## src/sv/first_fit_region_allocator_defines.svh

```systemverilog
// Assertion macros for the first-fit region allocator.
// Used by the top level; expects clk_i and rst_ni in scope.
`ifndef FIRST_FIT_REGION_ALLOCATOR_DEFINES_SVH
`define FIRST_FIT_REGION_ALLOCATOR_DEFINES_SVH

// Same-cycle implication, sampled on the rising clock edge outside reset.
`define FFRA_ASSERT_IMP(label, ante, cons, msg) \
  label: assert property (@(posedge clk_i) disable iff (!rst_ni) (ante) |-> (cons)) \
    else $error(msg);

// Next-cycle implication, sampled on the rising clock edge outside reset.
`define FFRA_ASSERT_NXT(label, ante, cons, msg) \
  label: assert property (@(posedge clk_i) disable iff (!rst_ni) (ante) |=> (cons)) \
    else $error(msg);

`endif

```

## src/sv/ffra_ram.sv

```systemverilog
// Generic single-write, single-read RAM with a registered read port.
// No dependencies.
`timescale 1ns / 1ps

module ffra_ram #(
  parameter int unsigned WIDTH = 64,
  parameter int unsigned DEPTH = 32
) (
  input  logic                     clk_i,
  input  logic                     we_i,
  input  logic [$clog2(DEPTH)-1:0] waddr_i,
  input  logic [WIDTH-1:0]         wdata_i,
  input  logic [$clog2(DEPTH)-1:0] raddr_i,
  output logic [WIDTH-1:0]         rdata_o
);

  logic [WIDTH-1:0] mem_q [DEPTH];

  always_ff @(posedge clk_i) begin
    if (we_i) begin
      mem_q[waddr_i] <= wdata_i;
    end
    rdata_o <= mem_q[raddr_i];
  end

endmodule

```

## config.mk

```make
export PLATFORM = sky130hd
export DESIGN_NAME = ffra_ram
export DESIGN_NICKNAME = d
export VERILOG_FILES = /design/src/sv/first_fit_region_allocator_defines.svh /design/src/sv/ffra_ram.sv
export SDC_FILE = /design/constraint.sdc
export NUM_CORES = 2
export LEC_CHECK = 0
export BUFFER_PORTS_ARGS = -buffer_cell sky130_fd_sc_hd__buf_4
export CAP_MARGIN = 20
export CORE_ASPECT_RATIO = 1.5
export CORE_MARGIN = 4
export CORE_UTILIZATION = 60
export CTS_CLUSTER_SIZE = 40
export DETAILED_ROUTE_END_ITERATION = 8
export PLACE_DENSITY = 0.83
export SLEW_MARGIN = 15
export SYNTH_ARGS = -nofsm -noshare
export SYNTH_HDL_FRONTEND = slang
export SYNTH_SLANG_ARGS = --single-unit
```

## constraint.sdc

```tcl
create_clock -name clk_i -period 7.43 [get_ports clk_i]
set_clock_uncertainty 0.15 [all_clocks]
set_input_delay 2.229 -clock clk_i [delete_from_list [all_inputs] [get_ports clk_i]]
set_output_delay 2.229 -clock clk_i [all_outputs]
set_load 0.01 [all_outputs]
```

==> insert_results.sql <==
INSERT INTO impl_metrics (metric_group, metric, value, unit) VALUES
('run_status', 'status', 'finished, final reports clean', ''),
('synthesis', 'netlist_top_cells_area', 'sky130_fd_sc_hd__edfxtp_1 78%, sky130_fd_sc_hd__mux4_2 17%, sky130_fd_sc_hd__dfxtp_1 1.6%, sky130_fd_sc_hd__mux2_2 1.1%, sky130_fd_sc_hd__mux2i_1 0.48%', ''),
('cts', 'ctsRootBufferMaster', 'sky130_fd_sc_hd__clkbuf_16', ''),
('pwr', 'pwr-share-seq', '54.5', '%'),
('setup_path', 'crit-reg2reg-launch', 'mem_q[15][38]$_DFFE_PP_', ''),
('sta', 'fin_setup_tns', '0', 'ps'),
('cts', 'clk_path_buf_depth', '3', ''),
('synthesis', 'fraction_of_synthesized_cell_area_taken_by_the_top_area_cell_type', '77.9', '%'),
('cts', 'cts.repair_timing.setup_buffer_count', '0', ''),
('pwr', 'ir_worst_vdd', '263', 'µV'),
('sta', 'worst_hold_slack', '682', 'ps'),
('layout', 'fin_nets', '3429', ''),
('floorplan', 'std_cell_rows', '162', ''),
('pwr', 'power.density', '275', 'nW/µm²'),
('setup_path', 'ff2ff_path_depth', '3', ''),
('cts', 'post_cts_hold_buffer_count', '0', ''),
('global_route', 'first_global_vias', '39600', ''),
('setup_path', 'reg2reg_setup_slack', '5290', 'ps'),
('synthesis', 'synth_ff_type', 'sky130_fd_sc_hd__edfxtp_1', ''),
('synthesis', 'synth_top_cells_by_count', '2048 x sky130_fd_sc_hd__edfxtp_1, 602 x sky130_fd_sc_hd__mux4_2, 74 x sky130_fd_sc_hd__mux2_2', ''),
('layout', 'flow.area_growth_from_synthesis', '12.6', '%'),
('sta', 'setup_viol', '0', ''),
('floorplan', 'num_io_pins', '140', ''),
('synthesis', 'ys_seq_elements', '2112', ''),
('layout', 'final_core_utilization', '68.2', '%'),
('setup_path', 'worstSetupEndpointType', 'flop', ''),
('synthesis', 'async_flop_share', '0', '%'),
('cts', 'number_of_instances_resized_during_post_cts_repair', '0', ''),
('synthesis', 'synthXorXnorAreaFrac', '0', '%'),
('floorplan', 'design.core.area', '130000', 'µm²'),
('cts', 'clk_latency', '830', 'ps'),
('synthesis', 'postSynthAreaPerCell', '25.5', 'µm²'),
('synthesis', 'synth_edf_count', '2048', ''),
('pwr', 'cellInternalPower', '19.2', 'mW'),
('sta', 'worst-slew-pin-transition', '1190', 'ps'),
('layout', 'drive_above_1_share', '35.2', '%'),
('synthesis', 'mappedNetlistNets', '3173', ''),
('layout', 'layoutNonFillerInstCount', '5239', ''),
('detailed_routing', 'post-route-drc-count', '0', ''),
('pwr', 'power_switching_share', '21.4', '%'),
('hold_path', 'worstHoldPathType', 'flop to flop', ''),
('detailed_routing', 'num_vias', '38500', ''),
('floorplan', 'fp.dieW', '304', 'µm'),
('global_route', 'pin_count_of_the_biggest_net_entering_global_routing', '86', ''),
('setup_path', 'end_of_the_worst_register_to_register_path', 'rdata_o[38]$_DFF_P_', ''),
('placement', 'dp_hpwl', '96300', 'µm'),
('pwr', 'part_of_the_total_power_dissipated_in_the_clock_network', '40.5', '%'),
('sta', 'fin_crit_sh', '60.3', '%'),
('pwr', 'netSwitchingPower', '5.24', 'mW'),
('global_route', 'grt_antenna_before_repair', '12', ''),
('setup_path', 'critical_path.startpoint_type', 'input pin', ''),
('placement', 'io_buf_count', '139', ''),
('cts', 'cts_tree', 'built', ''),
('setup_path', 'cp.required', '7960', 'ps'),
('synthesis', 'synth-adder-area-share', '0', '%'),
('sta', 'report.final.slew_viol_count', '0', ''),
('job', 'max_cap_viol_count', '0', ''),
('cts', 'cts-buffers-inserted', '175', ''),
('cts', 'tritoncts_num_sinks', '2112', ''),
('synthesis', 'yosysWarnings', '0', ''),
('detailed_routing', 'wl_per_cell', '41.2', 'µm'),
('detailed_routing', 'drt_total_wl', '216000', 'µm'),
('sta', 'max_slew_margin', '20.8', '%'),
('synthesis', 'synth-compound-area-share', '0.466', '%'),
('cts', 'cts_htree_levels', '4', ''),
('detailed_routing', 'antenna_violating_nets_post_route', '0', ''),
('global_route', 'grt_overflow', '0', ''),
('synthesis', 'yosysMostFrequentCell', 'sky130_fd_sc_hd__edfxtp_1', ''),
('synthesis', 'main_combinational_cell_family_by_area_after_synthesis', 'multiplexers', ''),
('detailed_routing', 'detail_route.vias_per_cell', '7.34', ''),
('setup_path', 'timing.critical_path.to', 'rdata_o[34]$_DFF_P_', '');
==> flip-flops by register name (all words and copies together) (netlist names) <==
name and flops:
mem_q 2048, rdata_o 64
==> stage by stage <==
stage	total power, mW	cell area, µm²	setup slack [ps]
2_1_floorplan	14.2	79000	1230
3_3_place_gp	14.7	82800	2170
3_5_place_dp	14.8	82800	2120
4_1_cts	24.5	88900	2960
5_1_grt	25.1	88900	2820
6_report	24.5	88900	2950
==> cell families (layout without fill, tap and decap cells) <==
| kind of cell | Yosys count | count (layout) |
|---|---|---|
| AOI/OAI and AO/OA | 50 | 50 |
| other | 0 | 10 |
| muxes | 714 | 714 |
| DFF | 2112 | 2112 |
| buffers and inverters | 157 | 567 |
| and+or+nand+nor | 64 | 64 |
==> metal layers <==
layer / GRT usage (%) / wire [µm] / vias to the layer above
met5: 0 / 44 / -
met3: 7.34 / 27700 / 691
met2: 52.3 / 110000 / 3866
met1: 41.1 / 67400 / 19900
li1: - / - / 14000
met4: 13.4 / 10900 / 6
==> power by group through the flow <==
stage	Clock, mW	Combinational, mW	Sequential, mW
5_1_grt	10.5	1.30	13.3
3_5_place_dp	0	1.19	13.6
6_report	9.90	1.24	13.3
3_3_place_gp	0	1.14	13.6
4_1_cts	9.91	1.23	13.3
2_1_floorplan	0	0.665	13.6
==> placed cells by master, fill, tap and decap left out, types with 6 or more instances in the layout <==
| cell | instances |
|---|---|
| sky130_fd_sc_hd__edfxtp_1 | 2048 |
| sky130_fd_sc_hd__mux4_2 | 602 |
| sky130_fd_sc_hd__buf_4 | 197 |
| sky130_fd_sc_hd__clkbuf_16 | 178 |
| sky130_fd_sc_hd__mux2_2 | 74 |
| sky130_fd_sc_hd__dfxtp_1 | 64 |
| sky130_fd_sc_hd__mux2i_1 | 38 |
| sky130_fd_sc_hd__clkinv_2 | 35 |
| sky130_fd_sc_hd__nor2_4 | 32 |
| sky130_fd_sc_hd__buf_12 | 32 |
| sky130_fd_sc_hd__clkbuf_1 | 29 |
| sky130_fd_sc_hd__bufinv_16 | 24 |
| sky130_fd_sc_hd__clkinv_1 | 16 |
| sky130_fd_sc_hd__clkbuf_8 | 15 |
| sky130_fd_sc_hd__a221oi_1 | 12 |
| sky130_fd_sc_hd__clkinvlp_4 | 11 |
| sky130_fd_sc_hd__diode_2 | 10 |
| sky130_fd_sc_hd__o22ai_1 | 10 |
| sky130_fd_sc_hd__inv_6 | 10 |
| sky130_fd_sc_hd__nor2_1 | 9 |
| sky130_fd_sc_hd__o21ai_0 | 9 |
| sky130_fd_sc_hd__clkinv_4 | 6 |
==> worst max-delay path: stages <==
cell and delay, ps:
sky130_fd_sc_hd__buf_8 730, sky130_fd_sc_hd__buf_4 460, sky130_fd_sc_hd__buf_4 280, sky130_fd_sc_hd__mux4_2 540, sky130_fd_sc_hd__nor2_1 180, sky130_fd_sc_hd__a211oi_1 130, sky130_fd_sc_hd__o31a_1 360
==> worst min-delay path by stage <==
stage	from	endpoint	slack [ps]	cells past startpoint
after floorplan	mem_q[20][25]$_DFFE_PP_	rdata_o[25]$_DFF_P_	570	4
after global placement	mem_q[4][13]$_DFFE_PP_	rdata_o[13]$_DFF_P_	650	3
after detailed placement	mem_q[5][13]$_DFFE_PP_	rdata_o[13]$_DFF_P_	660	3
after CTS	mem_q[5][13]$_DFFE_PP_	rdata_o[13]$_DFF_P_	700	3
after global routing	mem_q[5][0]$_DFFE_PP_	rdata_o[0]$_DFF_P_	750	3
final	mem_q[5][13]$_DFFE_PP_	rdata_o[13]$_DFF_P_	680	3
==> area by class of cell <==
cell class	instances	area [µm²]
Multi-Input combinational cell	828	15700
Antenna cell	10	25.0
Fill cell	6921	41400
Clock inverter	109	1290
Inverter	1	3.75
Clock buffer	222	4770
Timing Repair Buffer	235	2210
Sequential cell	2112	62800
Tap cell	1722	2150
No activity file was read; power rests on OpenSTA's default activity.
