`config.mk`:
```
export PLATFORM = sky130hd
export DESIGN_NAME = ffra_seq
export DESIGN_NICKNAME = d
export VERILOG_FILES = /design/src/sv/first_fit_region_allocator_defines.svh /design/src/sv/ffra_pkg.sv /design/src/sv/ffra_seq.sv
export SDC_FILE = /design/constraint.sdc
export NUM_CORES = 1
export LEC_CHECK = 0
export BUFFER_PORTS_ARGS = -buffer_cell sky130_fd_sc_hd__buf_2
export CAP_MARGIN = 20
export CORE_AREA = 2 2 39 41
export DETAILED_ROUTE_END_ITERATION = 10
export DIE_AREA = 0 0 41 43
export HOLD_SLACK_MARGIN = 0.02
export SLEW_MARGIN = 20
export SYNTH_ARGS = -nofsm -noshare
export SYNTH_HDL_FRONTEND = slang
export SYNTH_SLANG_ARGS = --single-unit
export TNS_END_PERCENT = 1
```
`constraint.sdc`:
```
create_clock -name clk_i -period 1.66 [get_ports clk_i]
set_input_delay 0.083 -clock clk_i [delete_from_list [all_inputs] [get_ports clk_i]]
set_output_delay 0.083 -clock clk_i [all_outputs]
set_load 0.02 [all_outputs]
```
`src/sv/first_fit_region_allocator_defines.svh`:
```
// Assertion macros for the first-fit region allocator.
// Used by the top level; expects clk_i and rst_ni in scope.
`ifndef FIRST_FIT_REGION_ALLOCATOR_DEFINES_SVH
`define FIRST_FIT_REGION_ALLOCATOR_DEFINES_SVH

// Same-cycle implication, sampled on the rising clock edge outside reset.
`define FFRA_ASSERT_IMP(label, ante, cons, msg) \
  label: assert property (@(posedge clk_i) disable iff (!rst_ni) (ante) |-> (cons)) \
    else $error(msg);

// Next-cycle implication, sampled on the rising clock edge outside reset.
`define FFRA_ASSERT_NXT(label, ante, cons, msg) \
  label: assert property (@(posedge clk_i) disable iff (!rst_ni) (ante) |=> (cons)) \
    else $error(msg);

`endif

```
`src/sv/ffra_pkg.sv`:
```
// Shared types for the first-fit region allocator: codes, sequencer states,
// and the control and status structs. No dependencies.
`timescale 1ns / 1ps

package ffra_pkg;

  typedef enum logic [1:0] {
    ACT_ADD    = 2'd0,
    ACT_ALLOC  = 2'd1,
    ACT_FREE   = 2'd2,
    ACT_LOOKUP = 2'd3
  } action_e;

  typedef enum logic [2:0] {
    STS_OK           = 3'd0,
    STS_BAD_REGION   = 3'd1,
    STS_NO_FIT       = 3'd2,
    STS_BAD_ID       = 3'd3,
    STS_ALREADY_FREE = 3'd4,
    STS_LIST_FULL    = 3'd5
  } status_e;

  typedef enum logic [2:0] {
    S_IDLE,
    S_DISPATCH,
    S_OWN,
    S_SCAN,
    S_SHIFT
  } seq_state_e;

  typedef enum logic [1:0] {
    SRC_IN,
    SRC_OWN,
    SRC_FREE
  } src_e;

  typedef enum logic [1:0] {
    RD_HEAD,
    RD_DOWN,
    RD_UP
  } rd_sel_e;

  typedef enum logic [1:0] {
    RES_NONE,
    RES_ALLOC,
    RES_LOOK
  } res_sel_e;

  typedef struct packed {
    logic bad_rng;
    logic fits;
    logic exact;
  } alu_flags_t;

  typedef struct packed {
    action_e    act;
    logic       id_ok;
    logic       size_zero;
    logic       list_full;
    logic       list_empty;
    logic       own_zero;
    logic       ptr_head;
    logic       ptr_zero;
    alu_flags_t flags;
  } seq_stat_t;

  typedef struct packed {
    logic     capture;
    src_e     src;
    logic     fl_push;
    logic     fl_shrink;
    logic     fl_shift;
    logic     cnt_dec;
    logic     rd_ld;
    rd_sel_e  rd_sel;
    logic     own_wr;
    logic     own_clr;
    res_sel_e res_sel;
    logic     finish;
    status_e  st;
  } seq_ctrl_t;

endpackage

```
`src/sv/ffra_seq.sv`:
```
// Sequencer of the allocator: decodes the command, walks the free list and
// compacts it after an exact fit. Depends on ffra_pkg.
`timescale 1ns / 1ps

module ffra_seq (
  input  logic                clk_i,
  input  logic                rst_ni,
  input  logic                start_i,
  input  ffra_pkg::seq_stat_t stat_i,
  output ffra_pkg::seq_ctrl_t ctrl_o,
  output logic                busy_o
);
  import ffra_pkg::*;

  seq_state_e state_q, state_d;

  assign busy_o = (state_q != S_IDLE);

  always_comb begin
    ctrl_o = '0;
    case (state_q)
      S_IDLE: begin
        ctrl_o.capture = start_i;
      end
      S_DISPATCH: begin
        ctrl_o.src    = SRC_IN;
        ctrl_o.finish = 1'b1;
        case (stat_i.act)
          ACT_ADD: begin
            if (stat_i.flags.bad_rng) begin
              ctrl_o.st = STS_BAD_REGION;
            end else if (stat_i.list_full) begin
              ctrl_o.st = STS_LIST_FULL;
            end else begin
              ctrl_o.fl_push = 1'b1;
            end
          end
          ACT_ALLOC: begin
            if (!stat_i.id_ok) begin
              ctrl_o.st = STS_BAD_ID;
            end else if (stat_i.size_zero) begin
              ctrl_o.st = STS_BAD_REGION;
            end else if (stat_i.list_empty) begin
              ctrl_o.st = STS_NO_FIT;
            end else begin
              ctrl_o.finish = 1'b0;
              ctrl_o.rd_ld  = 1'b1;
              ctrl_o.rd_sel = RD_HEAD;
            end
          end
          default: begin
            if (!stat_i.id_ok) begin
              ctrl_o.st = STS_BAD_ID;
            end else begin
              ctrl_o.finish = 1'b0;
            end
          end
        endcase
      end
      S_OWN: begin
        ctrl_o.src    = SRC_OWN;
        ctrl_o.finish = 1'b1;
        if (stat_i.act == ACT_LOOKUP) begin
          ctrl_o.res_sel = RES_LOOK;
        end else if (stat_i.own_zero) begin
          ctrl_o.st = STS_ALREADY_FREE;
        end else if (stat_i.flags.bad_rng) begin
          ctrl_o.st = STS_BAD_REGION;
        end else if (stat_i.list_full) begin
          ctrl_o.st = STS_LIST_FULL;
        end else begin
          ctrl_o.fl_push = 1'b1;
          ctrl_o.own_clr = 1'b1;
        end
      end
      S_SCAN: begin
        ctrl_o.src = SRC_FREE;
        if (stat_i.flags.fits) begin
          ctrl_o.own_wr  = 1'b1;
          ctrl_o.res_sel = RES_ALLOC;
          if (!stat_i.flags.exact) begin
            ctrl_o.fl_shrink = 1'b1;
            ctrl_o.finish    = 1'b1;
          end else if (stat_i.ptr_head) begin
            ctrl_o.cnt_dec = 1'b1;
            ctrl_o.finish  = 1'b1;
          end else begin
            ctrl_o.rd_ld  = 1'b1;
            ctrl_o.rd_sel = RD_UP;
          end
        end else if (stat_i.ptr_zero) begin
          ctrl_o.st     = STS_NO_FIT;
          ctrl_o.finish = 1'b1;
        end else begin
          ctrl_o.rd_ld  = 1'b1;
          ctrl_o.rd_sel = RD_DOWN;
        end
      end
      S_SHIFT: begin
        ctrl_o.src      = SRC_FREE;
        ctrl_o.fl_shift = 1'b1;
        if (stat_i.ptr_head) begin
          ctrl_o.cnt_dec = 1'b1;
          ctrl_o.finish  = 1'b1;
        end else begin
          ctrl_o.rd_ld  = 1'b1;
          ctrl_o.rd_sel = RD_UP;
        end
      end
      default: begin
        ctrl_o = '0;
      end
    endcase
  end

  always_comb begin
    state_d = state_q;
    case (state_q)
      S_IDLE: begin
        if (start_i) begin
          state_d = S_DISPATCH;
        end
      end
      S_DISPATCH: begin
        if (ctrl_o.finish) begin
          state_d = S_IDLE;
        end else if (stat_i.act == ACT_ALLOC) begin
          state_d = S_SCAN;
        end else begin
          state_d = S_OWN;
        end
      end
      S_OWN: begin
        state_d = S_IDLE;
      end
      S_SCAN: begin
        if (ctrl_o.finish) begin
          state_d = S_IDLE;
        end else if (stat_i.flags.fits) begin
          state_d = S_SHIFT;
        end
      end
      S_SHIFT: begin
        if (ctrl_o.finish) begin
          state_d = S_IDLE;
        end
      end
      default: begin
        state_d = S_IDLE;
      end
    endcase
  end

  always_ff @(posedge clk_i or negedge rst_ni) begin
    if (!rst_ni) begin
      state_q <= S_IDLE;
    end else begin
      state_q <= state_d;
    end
  end

endmodule

```
==> impl_metrics.tcl <==
set metrics [dict create \
    insertion_delay_ps 240 \
    cts_tree "built" \
    worst_pin_slew_ps 327.1 \
    grt-ovfl-total 0 \
    yosys_warnings 0 \
    power_mw 0.3672 \
    coreArea_sq_mm 0.001384 \
    dp_hpwl_um 917.4 \
    multi_input_area_sq_um 320.3 \
    io_pins 34 \
    power_switching_mw 0.1358 \
    final-setup-viol-count 3 \
    grt_max_degree 8 \
    setup_slack_ps -77.23 \
    drtAntennaViolNets 0 \
    critPathMaxFanout 4 \
    cts_buffer_depth 2 \
    grt_pass1_vias 459 \
    cts_buffers 3 \
    seq_area_sq_um 75.07 \
    diodes 0 \
    syn_area_sq_um 379.1 \
    hold_violations 0 \
    die_x_um 41 \
    nFillCells 150 \
    portBuffers 33 \
    whs_ps 72.30 \
    fmax_mhz 575.6 \
    slew_headroom_pct 78.10 \
    setup_tns_ps -156.1 \
    reg.largest.list "state_q: 3 flops" \
    fin_crit_ps 1737 \
    largest_reg_flops 3 \
    synthFlopType "dfrtp_1" \
    synth_fp_nets 70 \
    fin_cells 112 \
    critPathCaptureType "output pin" \
    async_reset_ff_share_pct 100.0 \
    avgSynthCellArea_sq_um 6.893 \
    p_clk_share_pct 36.8 \
    synth-seq-cells 3 \
    p_int_mw 0.2314 \
    synth_edf_count 0 \
    vias 550 \
    top_register "state_q" \
    vias_per_cell 4.911 \
    track_usage_pct 14.27 \
    drt_first_pass_iters 4 \
    post_dp_cell_area_sq_um 584.3 \
    clock-sinks 3 \
    drc 0 \
    synth-seq-area-share_pct 19.80 \
    cap_violations 0 \
    crit_arrival_ps 1650 \
    hold_path.class "in -> reg" \
    drt-total-wl_um 1166 \
    die_area_sq_mm 0.001763 \
    die_y_um 43 \
    placed_cells 106 \
    drv_slew 0 \
    post-route-period-util_pct 104.7 \
    vdd_drop_max_uv 302.6 \
    rsz0062_at_grt "true" \
    initial_core_util_pct 27.40 \
    required_ps 1580 \
    wl_per_cell_um 10.41 \
    p_seq_share_pct 22.9 \
    drive_gt1_share_pct 47.92 \
    status "finished, violations left" \
    violations "setup timing" \
    leakage_nw 0.3727 \
    skew_ps 1.611 \
    post-route-util_pct 47.83 \
    layout.nets 112 \
    place.gp.congestion 0.6705 \
    htree_levels 1 \
    comb_power_share_pct 40.3 \
    num_rows 14 \
    pre_cts_ws_ps 60.94 \
    antenna_found_initial 0 \
    ctsRootBufferMaster "clkbuf_4" \
    worst-setup-path-type "reg -> out" \
    first_iter_violations 1 \
    grt_pass1_wl_um 1731 \
    stdcell_area_sq_um 661.9 \
    path_clk_slew_ps 40 \
    start_kind "register" \
    area_delta_synth_final_pct 74.59 \
    netlist_instances 55 \
    p_per_area_mw_per_mm2 554.8 \
    swShare_pct 36.98 \
    ys_types 25 \
]
-- kinds of logic after synthesis --
| logic type | synth area share, % |
|---|---|
| buffers and inverters | 3.959 |
| and+or+nand+nor | 51.81 |
| AOI/OAI and AO/OA | 24.43 |
| DFF | 19.80 |
-- critical path, cell delays in order, from the launching register on --
cell and delay [ps]:
dfrtp_1 370, and2b_2 250, nand2b_2 70, or3b_4 390
a211oi_2 180, buf_4 160
-- path summary, 6_finish.rpt --
check	from	slack [ps]	endpoint	cells after the start
worst min register to register	state_q[1]	690	state_q[0]	2
worst min-delay path	stat_i[4]	70	state_q[2]	2
worst max-delay path	state_q[2]	-80	ctrl_o[14]	5
worst max register to register	state_q[2]	410	state_q[1]	5
min in group asynchronous	rst_ni	160	state_q[2]	2
max in group asynchronous	rst_ni	1390	state_q[1]	2
-- cell usage in the layout, fill, tap and decap left out, types with 3 or more instances in the layout --
cell      instances
o21ai_0           5
inv_1             4
buf_4             6
buf_2            30
clkbuf_4          3
nand2_1           5
nor2_1            6
dfrtp_1           3
nor2b_1           4
-- cell type report --
class	count	share of cell area, %
multi-input combinational	48	48.39
inverter	4	2.268
timing repair buffer	37	31.00
clock buffer	4	3.970
sequential	3	11.34
tap	16	3.025
-- repair_timing --
action / 4_1_cts / 5_1_grt
pin swaps: 1 / 1
resized for setup: 6 / 3
endpoints found under the hold margin: 3 / 0
buffers inserted: 1 / 0
setup endpoints to repair: 6 / 7
hold buffers: 1 / 0
-- routing by layer --
metal | up-vias | global-route usage, % | part of all wire, %
met2 | 14 | 20.94 | 53
met5 | - | 0 | 0
li1 | 281 | - | -
met1 | 253 | 18.39 | 42
met3 | 2 | 0 | 3.8
met4 | 0 | 12.00 | 1.2
-- synthesized netlist by cell type (2+ instances only) --
cell type / number / area, sq um
nand2_1: 5 / 18.77
dfrtp_1: 3 / 75.07
a21oi_1: 2 / 10.01
inv_1: 4 / 15.01
and2b_1: 2 / 15.01
nor3_1: 2 / 10.01
and3_1: 2 / 12.51
nor2_1: 6 / 22.52
nand3b_1: 2 / 15.01
nor2b_1: 4 / 25.02
nor3b_1: 3 / 22.52
o21ai_0: 6 / 30.03
nand2b_1: 2 / 12.51
-- power groups by stage --
stage / clock network [mW] / registers [mW] / logic (mW)
final: 0.135 / 0.0841 / 0.148
after global routing: 0.142 / 0.0853 / 0.160
after CTS: 0.137 / 0.0842 / 0.145
after detailed placement: 0 / 0.0853 / 0.138
after global placement: 0 / 0.0849 / 0.138
after floorplan: 0 / 0.0839 / 0.0777
No activity file was read; power rests on OpenSTA's default activity.
