--- src/sv/first_fit_region_allocator_defines.svh ---
// Assertion macros for the first-fit region allocator.
// Used by the top level; expects clk_i and rst_ni in scope.
`ifndef FIRST_FIT_REGION_ALLOCATOR_DEFINES_SVH
`define FIRST_FIT_REGION_ALLOCATOR_DEFINES_SVH

// Same-cycle implication, sampled on the rising clock edge outside reset.
`define FFRA_ASSERT_IMP(label, ante, cons, msg) \
  label: assert property (@(posedge clk_i) disable iff (!rst_ni) (ante) |-> (cons)) \
    else $error(msg);

// Next-cycle implication, sampled on the rising clock edge outside reset.
`define FFRA_ASSERT_NXT(label, ante, cons, msg) \
  label: assert property (@(posedge clk_i) disable iff (!rst_ni) (ante) |=> (cons)) \
    else $error(msg);

`endif

--- src/sv/ffra_pkg.sv ---
// Shared types for the first-fit region allocator: codes, sequencer states,
// and the control and status structs. No dependencies.
`timescale 1ns / 1ps

package ffra_pkg;

  typedef enum logic [1:0] {
    ACT_ADD    = 2'd0,
    ACT_ALLOC  = 2'd1,
    ACT_FREE   = 2'd2,
    ACT_LOOKUP = 2'd3
  } action_e;

  typedef enum logic [2:0] {
    STS_OK           = 3'd0,
    STS_BAD_REGION   = 3'd1,
    STS_NO_FIT       = 3'd2,
    STS_BAD_ID       = 3'd3,
    STS_ALREADY_FREE = 3'd4,
    STS_LIST_FULL    = 3'd5
  } status_e;

  typedef enum logic [2:0] {
    S_IDLE,
    S_DISPATCH,
    S_OWN,
    S_SCAN,
    S_SHIFT
  } seq_state_e;

  typedef enum logic [1:0] {
    SRC_IN,
    SRC_OWN,
    SRC_FREE
  } src_e;

  typedef enum logic [1:0] {
    RD_HEAD,
    RD_DOWN,
    RD_UP
  } rd_sel_e;

  typedef enum logic [1:0] {
    RES_NONE,
    RES_ALLOC,
    RES_LOOK
  } res_sel_e;

  typedef struct packed {
    logic bad_rng;
    logic fits;
    logic exact;
  } alu_flags_t;

  typedef struct packed {
    action_e    act;
    logic       id_ok;
    logic       size_zero;
    logic       list_full;
    logic       list_empty;
    logic       own_zero;
    logic       ptr_head;
    logic       ptr_zero;
    alu_flags_t flags;
  } seq_stat_t;

  typedef struct packed {
    logic     capture;
    src_e     src;
    logic     fl_push;
    logic     fl_shrink;
    logic     fl_shift;
    logic     cnt_dec;
    logic     rd_ld;
    rd_sel_e  rd_sel;
    logic     own_wr;
    logic     own_clr;
    res_sel_e res_sel;
    logic     finish;
    status_e  st;
  } seq_ctrl_t;

endpackage

--- src/sv/ffra_alu.sv ---
// Shared range unit: region length, fit and exact-fit tests, and the
// shrunk start address. Depends on ffra_pkg.
`timescale 1ns / 1ps

module ffra_alu #(
  parameter int unsigned AW = 32
) (
  input  logic [AW-1:0]        s_i,
  input  logic [AW-1:0]        e_i,
  input  logic [AW-1:0]        size_i,
  output logic [AW-1:0]        diff_o,
  output logic [AW-1:0]        sum_o,
  output ffra_pkg::alu_flags_t flags_o
);
  import ffra_pkg::*;

  assign diff_o          = e_i - s_i;
  assign sum_o           = s_i + size_i;
  assign flags_o.bad_rng = (s_i >= e_i);
  assign flags_o.fits    = (s_i < e_i) && (size_i <= diff_o);
  assign flags_o.exact   = (size_i == diff_o);

endmodule

--- config.mk ---
export PLATFORM = sky130hd
export DESIGN_NAME = ffra_alu
export DESIGN_NICKNAME = d
export VERILOG_FILES = /design/src/sv/first_fit_region_allocator_defines.svh /design/src/sv/ffra_pkg.sv /design/src/sv/ffra_alu.sv
export SDC_FILE = /design/constraint.sdc
export NUM_CORES = 1
export LEC_CHECK = 0
export BUFFER_PORTS_ARGS = -buffer_cell sky130_fd_sc_hd__buf_2
export CORE_ASPECT_RATIO = 1.2
export CORE_MARGIN = 5
export CORE_UTILIZATION = 40
export DETAILED_ROUTE_END_ITERATION = 10
export GPL_TIMING_DRIVEN = 1
export PLACE_DENSITY = 0.73
export SLEW_MARGIN = 20
export SYNTH_ARGS = -nofsm -noshare
export SYNTH_HDL_FRONTEND = slang
export SYNTH_SLANG_ARGS = --single-unit
export TNS_END_PERCENT = 20
--- constraint.sdc ---
create_clock -name vclk -period 4.1
set_input_delay 0.205 -clock vclk [all_inputs]
set_output_delay 0.205 -clock vclk [all_outputs]
set_load 0.1 [all_outputs]
==> results of run 1 <==
layout by cell type (no fill, tap or decap), drive strengths merged, types with 3 or more instances in the layout:
master and count:
a211oi 4, a21o 44, a21oi 67, a221oi 4
a31oi 9, and2 3, and3 7, buf 200
ha 95, inv 80, nand2 35, nand2b 3
nand3 17, nand4 15, nor2 35, nor2b 6
nor3 13, o2111ai 5, o21a 14, o21ai 34
o21bai 13, o221ai 3, o22ai 3, o31ai 7
or3 6, xnor2 44, xor2 20
how the worst min path moves through the flow:
stage | startpoint | end | slack, ns | depth (start not counted)
floorplan | e_i[13] | diff_o[13] | 0.80 | 2
global placement | size_i[0] | sum_o[0] | 1.0 | 3
detailed placement | size_i[31] | sum_o[31] | 0.99 | 4
CTS | size_i[0] | sum_o[0] | 0.99 | 3
global route | size_i[0] | sum_o[0] | 1.01 | 3
finish | s_i[31] | sum_o[31] | 0.99 | 4
what timing repair did:
item | 4_1_cts | 5_1_grt
endpoints found under the setup margin | 1 | 2
gates resized for setup | 5 | 20
setup buffers | 0 | 3
pin swaps | 4 | 14
Yosys cell counts (15+ instances only):
cell type   n  area (µm²)
a21o_1     44         330
a21oi_1    65         325
ha_1       95        1190
inv_1      80         300
nand2_1    34         128
nand3_1    17        85.1
nand4_1    15        93.8
nor2_1     35         131
o21ai_0    28         140
xnor2_1    44         385
xor2_1     20         175
power by group through the flow:
stage | sequential [µW] | combinational, µW | clock (µW)
after floorplan | 0 | 1790 | 0
after global placement | 0 | 2220 | 0
after detailed placement | 0 | 2230 | 0
after CTS | 0 | 2240 | 0
after global routing | 0 | 2410 | 0
final | 0 | 2280 | 0.0000328
critical path: stages:
cell	delay [ns]
buf_2	0.10
inv_2	0.06
ha_1	0.30
nor2b_1	0.15
o31a_1	0.35
o21a_1	0.20
o21a_2	0.23
o21ai_4	0.17
buf_6	0.14
o31ai_4	0.07
xor2_4	0.19
inv_2	0.06
ha_4	0.27
nand4_1	0.15
nor2_2	0.21
nand4_1	0.19
buf_4	0.20
nor4_4	0.25
o21ba_4	0.22
buf_12	0.17
metal layers:
layer,vias to the layer above,part of all wire,global-route usage
met3,39,0.081,0.0335
met4,6,0.040,0.0770
met1,2352,0.40,0.274
li1,2685,-,-
met5,-,0.0025,0
met2,240,0.48,0.421
stage by stage:
| stage | util | total power (µW) |
|---|---|---|
| floorplan | - | 1790 |
| global placement | 0.539 | 2220 |
| detailed placement | 0.539 | 2230 |
| CTS | 0.541 | 2240 |
| global route | 0.551 | 2410 |
| finish | 0.551 | 2280 |
layout make-up:
type | count | area share
multi-input cells | 536 | 0.735
repair buffers | 200 | 0.187
inverters | 80 | 0.0499
well taps | 132 | 0.0274
diodes | 1 | 0.000415
cell families (layout without fill, tap and decap cells):
logic type,count (synthesis),in the layout,share of synthesized area
xor gates and xnor gates,64,64,0.126
and+or+nand+nor,150,150,0.168
muxes,1,1,0.00226
AOI/OAI and AO/OA,224,224,0.346
adders and majority gates,97,97,0.277
other,0,1,0
buffers and inverters,95,280,0.0806
==> summary.txt, run 1 <==
Initial antenna violation count -> 3
Synth Instances -> 631
Setup_tns -> -0.00535 ns
Core box area -> 0.0109 mm²
Rel. slew slack -> 0.654
Final GP Congestion -> 0.979
Post-Syn Nets -> 824
Ports -> 163
Num sequential -> 0
DRC -> 0
FF/Latch Area -> 0 µm²
Drt wl/cell -> 17.2 µm
Die footprint -> 0.0133 mm²
CP arrival -> 3.90 ns
Critical Path End Type -> primary output
Clock network power share -> 0
Post-DP Area -> 0.00589 mm²
Final instance area -> 0.00602 mm²
GRT overflow -> 0
DRT antenna net count -> 0
Placed cell count -> 945
Minimum clock period -> 4.11 ns
CP Class -> input pin to primary output
Number of fill cells -> 1099
Max IR drop VDD -> 0.000351 V
RSZ-0062 raised after global routing -> true
Avg Cell Area, Syn -> 7.03 µm²
Maxcap violations -> 0
Sequential cell area fraction in the yosys report -> 0
Syn Std Cell Area -> 0.00444 mm²
IO Port Bufs -> 163
Final cell count without fillers -> 949
Fin crit share -> 1.00
Vias in the first global route -> 5230
Via total after detailed routing -> 5322
Area of the multi-input gates -> 0.00443 mm²
Setup WS post-layout -> -0.00535 ns
Leak Pwr -> 0.00319 µW
Setup violators final -> 1
Share of cells above drive strength 1 -> 0.322
Clock Buffer Count -> 0
Psw -> 1690 µW
Chip height -> 125 µm
Synth cell types -> 59
Dpl hpwl -> 14500 µm
Worst endpoint required time -> 3.89 ns
Combinational group share of total power -> 1.000
Status -> finished, violations left
Violated checks -> setup timing
Power density of the placed cells -> 378 mW/mm²
Initial core utilization -> 0.406
DIE WIDTH -> 106 µm
Part of the power in registers -> 0
Slew @ Worst Pin -> 0.513 ns
Switching part of the total power -> 0.744
Vias/cell -> 5.61
CTS Hold Bufs -> 0
Max-slew violation count -> 0
CP endpoint -> flags_o[1]
CP startpoint -> s_i[1]
Pin count of the biggest net entering global routing -> 10
DRT iter0 DRCs -> 265
Layout overhead on the synthesized area -> 35.7%
Worst hold path type -> input pin to primary output
Placement Setup Slack -> -0.0546 ns
Final WL -> 16400 µm
First-pass GRT wire length -> 25400 µm
Worst hold slack -> 0.990 ns
Initial DRT Pass Iterations -> 5
Num rows -> 42
Critical Path Fanout Max -> 3
Int Power -> 584 µW
GRT Util Overall -> 0.231
Fin nets -> 1011
Final hold vios -> 0
Worst setup SP type -> input pin
Ys Warns -> 0
Fmax -> 244 MHz
(Power assumes the default switching activity.)
==> inputs of run 2 (changes only) <==
--- a/config.mk
+++ b/config.mk
@@ -11,7 +11,7 @@
 export CORE_UTILIZATION = 40
 export DETAILED_ROUTE_END_ITERATION = 10
 export GPL_TIMING_DRIVEN = 1
-export PLACE_DENSITY = 0.73
+export PLACE_DENSITY = 0.67
 export SLEW_MARGIN = 20
 export SYNTH_ARGS = -nofsm -noshare
 export SYNTH_HDL_FRONTEND = slang
==> run 2 against run 1 <==
The run now ends clean; first-iteration DRC count is 9.8% lower; critical path type unchanged; die area stayed put; sequential share of layout area stayed put; combinational power hardly changed; critical path depth is 2 higher; critical endpoint unchanged; power is 1.0% higher.
==> summary.txt, run 2 (same netlist as run 1, synthesis figures left out) <==
Status -> completed (was finished, violations left)
Post-DP Area -> 0.00586 mm² (was 0.00589 mm²)
Crit path largest cell delay -> 0.36 ns (was 0.35 ns)
Final cell count without fillers -> 948 (was 949)
DRC -> 0 (unchanged)
Most common cell after layout, fill and taps aside -> buf_2 (unchanged)
Max IR drop VDD -> 0.000283 V (was 0.000351 V)
Worst endpoint required time -> 3.89 ns (about the same)
CP Cell Sequence -> buf_6 > inv_4 > ha_4 > inv_2 > fa_2 > a211oi_2 > o2111ai_2 > a41oi_2 > o311ai_2 > a21oi_2 > o21a_1 > o21ba_4 > xnor2_2 > ha_1 > a21o_1 > a21oi_2 > o22ai_2 > nor2_2 > o221ai_2 > a21oi_2 > o21ba_4 > buf_12 (was buf_2 > inv_2 > ha_1 > nor2b_1 > o31a_1 > o21a_1 > o21a_2 > o21ai_4 > buf_6 > o31ai_4 > xor2_4 > inv_2 > ha_4 > nand4_1 > nor2_2 > nand4_1 > buf_4 > nor4_4 > o21ba_4 > buf_12)
Fmax -> 245 MHz (was 244 MHz)
Placed cell count -> 940 (was 945)
Die footprint -> 0.0133 mm² (unchanged)
CTS Hold Bufs -> 0 (unchanged)
Setup WS post-layout -> 0.0195 ns (was -0.00535 ns)
Hold Crit Depth -> 3 (was 4)
CP arrival -> 3.88 ns (was 3.90 ns)
CP startpoint -> e_i[0] (was s_i[1])
First-pass GRT wire length -> 25800 µm (was 25400 µm)
Int Power -> 596 µW (was 584 µW)
Ant diodes -> 0 (was 1)
Final GP Congestion -> 0.881 (was 0.979)
Power density of the placed cells -> 379 mW/mm² (was 378 mW/mm²)
Fin nets -> 1011 (unchanged)
Num sequential -> 0 (unchanged)
Slowest library cell on the worst path -> fa_2 (was o31a_1)
DRT antenna net count -> 0 (unchanged)
Dpl hpwl -> 14400 µm (was 14500 µm)
Final WL -> 16400 µm (about the same)
Setup violators final -> 0 (was 1)
Fin crit share -> 0.995 (was 1.00)
Leak Pwr -> 0.00320 µW (was 0.00319 µW)
CP Class -> input pin to primary output (unchanged)
Initial DRT Pass Iterations -> 6 (was 5)
GRT Util Overall -> 0.229 (was 0.231)
Layout overhead on the synthesized area -> 36.8% (was 35.7%)
Num rows -> 42 (unchanged)
DIE WIDTH -> 106 µm (unchanged)
Final instance area -> 0.00607 mm² (was 0.00602 mm²)
Hold path start -> size_i[0] (was s_i[31])
Core box area -> 0.0109 mm² (unchanged)
Maxcap violations -> 0 (unchanged)
Clock Buffer Count -> 0 (unchanged)
Rel. slew slack -> 0.618 (was 0.654)
Clock network power share -> 0 (about the same)
FF/Latch Area -> 0 µm² (unchanged)
Part of the power in registers -> 0 (about the same)
GRT overflow -> 0 (unchanged)
Worst hold path type -> input pin to primary output (unchanged)
RSZ-0062 raised after global routing -> true (unchanged)
Critical Path End Type -> primary output (unchanged)
Combinational group share of total power -> 1.000 (about the same)
Placement Setup Slack -> -0.118 ns (was -0.0546 ns)
Slew @ Worst Pin -> 0.566 ns (was 0.513 ns)
Minimum clock period -> 4.08 ns (was 4.11 ns)
Via total after detailed routing -> 5347 (was 5322)
Initial antenna violation count -> 0 (was 3)
Vias in the first global route -> 5387 (was 5230)
Most frequent cells in the layout -> buf_2 (160), ha_1 (90), inv_1 (77) (was buf_2 (161), ha_1 (90), inv_1 (76))
DRT iter0 DRCs -> 239 (was 265)
Critical Path Fanout Max -> 4 (was 3)
Drt wl/cell -> 17.3 µm (was 17.2 µm)
Pin count of the biggest net entering global routing -> 10 (unchanged)
Number of fill cells -> 1071 (was 1099)
Hold Path End -> sum_o[0] (was sum_o[31])
Share of cells above drive strength 1 -> 0.331 (was 0.322)
CP most frequent cell -> a21oi_2
Worst setup SP type -> input pin (unchanged)
Max-slew violation count -> 0 (unchanged)
Ports -> 163 (unchanged)
Final hold vios -> 0 (unchanged)
Vias/cell -> 5.64 (was 5.61)
IO Port Bufs -> 163 (unchanged)
Util after Layout -> 0.556 (was 0.551)
Initial core utilization -> 0.406 (unchanged)
Switching part of the total power -> 0.741 (was 0.744)
Psw -> 1700 µW (was 1690 µW)
Chip height -> 125 µm (unchanged)
-- run 2: cell count changes in the layout (fill, tap and decap cells not counted), sizes merged --
cell,previous run,this run
diode,1,0
-- run 2: final cells by class --
cell class                      instances  area [µm²]  share of cell area
Multi-Input combinational cell        536        4470               0.736
Inverter                               80         303              0.0499
Timing Repair Buffer                  200        1130               0.187
Tap cell                              132         165              0.0272
-- run 2: metrics by stage --
stage	TNS (ns)	hold slack, ns	power, µW
detailed placement	-0.118	1.01	2220
finish	0	1.01	2300
global route	-0.245	1.03	2430
global placement	0	0.989	2210
floorplan	-1.26	0.795	1790
CTS	0	1.01	2230
-- run 2: metal layers --
metal | part of all wire | track usage
met5 | 0 | 0
met1 | 0.40 | 0.271
met2 | 0.51 | 0.438
met4 | 0.022 | 0.0404
met3 | 0.067 | 0.0320
-- run 2: worst max path at each step --
stage	to	slack, ns	cells past startpoint
after floorplan	flags_o[1]	-0.95	16
after global placement	flags_o[1]	0.008	21
after detailed placement	flags_o[1]	-0.12	20
after CTS	flags_o[1]	0.005	20
after global routing	flags_o[1]	-0.18	22
final	flags_o[1]	0.02	22
-- run 2: power by group through the flow --
stage	clock (µW)	combinational (µW)	sequential, µW
2_1_floorplan	0	1790	0
3_3_place_gp	0	2210	0
3_5_place_dp	0	2220	0
4_1_cts	0	2230	0
5_1_grt	0	2430	0
6_report	0	2300	0
-- run 2: worst max-delay path: cells and delay by family --
| kind | cells | cell delay, ns |
|---|---|---|
| AND/OR/NAND/NOR | 1 | 0.13 |
| buffers and inverters | 4 | 0.36 |
| AO/OA/AOI/OAI | 13 | 2.31 |
| XOR/XNOR | 1 | 0.07 |
| adder cells (fa/ha/maj) | 3 | 0.81 |
-- run 2: what timing repair did --
| item | in CTS | in global routing |
|---|---|---|
| resized for setup | 3 | 32 |
| setup buffers | 1 | 7 |
| endpoints found under the setup margin | 1 | 2 |
| pin swaps | 4 | 28 |
| cloned | 0 | 0 |
==> inputs of run 3 (changes only) <==
--- a/config.mk
+++ b/config.mk
@@ -5,13 +5,14 @@
 export SDC_FILE = /design/constraint.sdc
 export NUM_CORES = 1
 export LEC_CHECK = 0
+export ABC_CLOCK_PERIOD_IN_PS = 4100
 export BUFFER_PORTS_ARGS = -buffer_cell sky130_fd_sc_hd__buf_2
 export CORE_ASPECT_RATIO = 1.2
-export CORE_MARGIN = 5
+export CORE_MARGIN = 10
 export CORE_UTILIZATION = 40
 export DETAILED_ROUTE_END_ITERATION = 10
 export GPL_TIMING_DRIVEN = 1
-export PLACE_DENSITY = 0.67
+export PLACE_DENSITY = 0.76
 export SLEW_MARGIN = 20
 export SYNTH_ARGS = -nofsm -noshare
 export SYNTH_HDL_FRONTEND = slang
==> run 3 against run 2 <==
The run now ends with setup timing left; sequential share of layout area stayed put; fmax is 1.5% lower; via count is 0.88% higher; count of clock-buffer cells in the layout is the same; power barely moved; combinational power about the same; die area rose by 18%; critical endpoint unchanged.
==> summary.txt, run 3 (same netlist as run 1, synthesis figures left out) <==
Status -> finished, violations left (was completed)
Violated checks -> setup timing
Util after Layout -> 0.555 (was 0.556)
FF/Latch Area -> 0 µm² (unchanged)
Final WL -> 17800 µm (was 16400 µm)
Ports -> 163 (unchanged)
CP arrival -> 3.94 ns (was 3.88 ns)
Die footprint -> 0.0157 mm² (was 0.0133 mm²)
Setup WS post-layout -> -0.0444 ns (was 0.0195 ns)
DRT iter0 DRCs -> 332 (was 239)
First-pass GRT wire length -> 27700 µm (was 25800 µm)
Max IR drop VDD -> 0.000316 V (was 0.000283 V)
GRT overflow -> 0 (unchanged)
Num sequential -> 0 (unchanged)
Fmax -> 241 MHz (was 245 MHz)
Worst hold path type -> input pin to primary output (unchanged)
Most frequent cells in the layout -> buf_2 (160), ha_1 (91), inv_1 (77) (was buf_2 (160), ha_1 (90), inv_1 (77))
CP startpoint -> e_i[0] (unchanged)
Initial DRT Pass Iterations -> 5 (was 6)
CP Cell Sequence -> buf_6 > inv_4 > ha_4 > inv_2 > fa_2 > a211oi_2 > o2111ai_2 > a41oi_2 > o311ai_2 > a21oi_2 > o21a_1 > o21ba_4 > xnor2_2 > ha_1 > a21o_1 > a21oi_2 > o22ai_1 > nor2_2 > o221ai_4 > a21oi_2 > o21ba_4 > buf_12 (was buf_6 > inv_4 > ha_4 > inv_2 > fa_2 > a211oi_2 > o2111ai_2 > a41oi_2 > o311ai_2 > a21oi_2 > o21a_1 > o21ba_4 > xnor2_2 > ha_1 > a21o_1 > a21oi_2 > o22ai_2 > nor2_2 > o221ai_2 > a21oi_2 > o21ba_4 > buf_12)
Pin count of the biggest net entering global routing -> 10 (unchanged)
Fin nets -> 1018 (was 1011)
Hold path start -> s_i[31] (was size_i[0])
Most common cell after layout, fill and taps aside -> buf_2 (unchanged)
Core box area -> 0.0109 mm² (unchanged)
Num rows -> 42 (unchanged)
Combinational group share of total power -> 1.000 (about the same)
Via total after detailed routing -> 5394 (was 5347)
Initial antenna violation count -> 1 (was 0)
DIE WIDTH -> 116 µm (was 106 µm)
Hold Crit Depth -> 4 (was 3)
Worst hold slack -> 1.01 ns (about the same)
Power density of the placed cells -> 379 mW/mm² (about the same)
Max-slew violation count -> 0 (unchanged)
Rel. slew slack -> 0.652 (was 0.618)
Vias in the first global route -> 5653 (was 5387)
Hold Path End -> sum_o[31] (was sum_o[0])
Crit path largest cell delay -> 0.36 ns (about the same)
Drt wl/cell -> 18.7 µm (was 17.3 µm)
CP most frequent cell -> a21oi_2 (unchanged)
DRC -> 0 (unchanged)
Initial core utilization -> 0.406 (unchanged)
Area of the multi-input gates -> 0.00442 mm² (was 0.00447 mm²)
Switching part of the total power -> 0.743 (was 0.741)
Leak Pwr -> 0.00322 µW (was 0.00320 µW)
CP Class -> input pin to primary output (unchanged)
Minimum clock period -> 4.14 ns (was 4.08 ns)
Critical Path Fanout Max -> 4 (unchanged)
Final hold vios -> 0 (unchanged)
Fin crit share -> 1.01 (was 0.995)
Worst endpoint required time -> 3.89 ns (about the same)
Critical Path End Type -> primary output (unchanged)
Clock network power share -> 0 (about the same)
Number of fill cells -> 1095 (was 1071)
Clock Buffer Count -> 0 (unchanged)
GRT Util Overall -> 0.215 (was 0.229)
RSZ-0062 raised after global routing -> true (unchanged)
Part of the power in registers -> 0 (about the same)
Dpl hpwl -> 15900 µm (was 14400 µm)
IO Port Bufs -> 163 (unchanged)
DRT antenna net count -> 0 (unchanged)
Maxcap violations -> 0 (unchanged)
Psw -> 1710 µW (was 1700 µW)
Share of cells above drive strength 1 -> 0.323 (was 0.331)
Setup violators final -> 1 (was 0)
Final GP Congestion -> 1.02 (was 0.881)
Ant diodes -> 0 (unchanged)
Setup_tns -> -0.0444 ns (was 0 ns)
Vias/cell -> 5.65 (was 5.64)
Slowest library cell on the worst path -> fa_2 (unchanged)
Worst setup SP type -> input pin (unchanged)
Slew @ Worst Pin -> 0.526 ns (was 0.566 ns)
Chip height -> 135 µm (was 125 µm)
Int Power -> 590 µW (was 596 µW)
Layout overhead on the synthesized area -> 36.8% (about the same)
-- run 3: what timing repair did --
action                     4_1_cts  5_1_grt
hold buffers                     0        0
setup endpoints to repair        1        2
pin swaps                       10       18
resized for setup                8       15
setup buffers                    3        5
-- run 3: area by class of cell --
| cell class | count | area share |
|---|---|---|
| multi-input cells | 536 | 0.728 |
| well taps | 132 | 0.0272 |
| inverters | 80 | 0.0499 |
| repair buffers | 207 | 0.195 |
-- run 3: worst max-delay path: cells and delay by family --
family	cells	cell delay, ns
compound gates	13	2.32
fa+ha+maj	3	0.81
buf+inv	4	0.36
simple gates	1	0.17
xor+xnor	1	0.06
-- run 3: through the flow --
| stage | instance area (µm²) | power [µW] | worst slack (ns) | std cells |
|---|---|---|---|---|
| after floorplan | 4690 | 1790 | -0.945 | 631 |
| after global placement | 5910 | 2230 | -0.0137 | 947 |
| after detailed placement | 5910 | 2240 | -0.110 | 947 |
| after CTS | 5960 | 2260 | 0.00395 | 950 |
| after global routing | 6070 | 2430 | -0.279 | 955 |
| final | 6070 | 2300 | -0.0444 | 955 |
-- run 3: worst max-delay path by stage --
stage	cells after the start	to	slack [ns]
2_1_floorplan	16	flags_o[1]	-0.95
3_3_place_gp	19	flags_o[1]	-0.01
3_5_place_dp	20	flags_o[1]	-0.11
4_1_cts	20	flags_o[1]	0.004
5_1_grt	20	flags_o[1]	-0.28
6_report	22	flags_o[1]	-0.04
-- run 3: metal layers --
layer  part of all wire  track usage  wire [µm]  up-vias
met1               0.39        0.230       6920     2403
li1                   -            -          -     2685
met3              0.094       0.0585       1670       48
met5            0.00073            0         13        -
met2               0.47        0.379       8320      256
met4              0.051        0.102        901        2
-- run 3: power groups by stage --
| stage | Combinational (µW) | Sequential [µW] | Clock [µW] |
|---|---|---|---|
| floorplan | 1790 | 0 | 0 |
| global placement | 2230 | 0 | 0 |
| detailed placement | 2240 | 0 | 0 |
| CTS | 2260 | 0 | 0 |
| global route | 2430 | 0 | 0 |
| finish | 2300 | 0 | 0 |
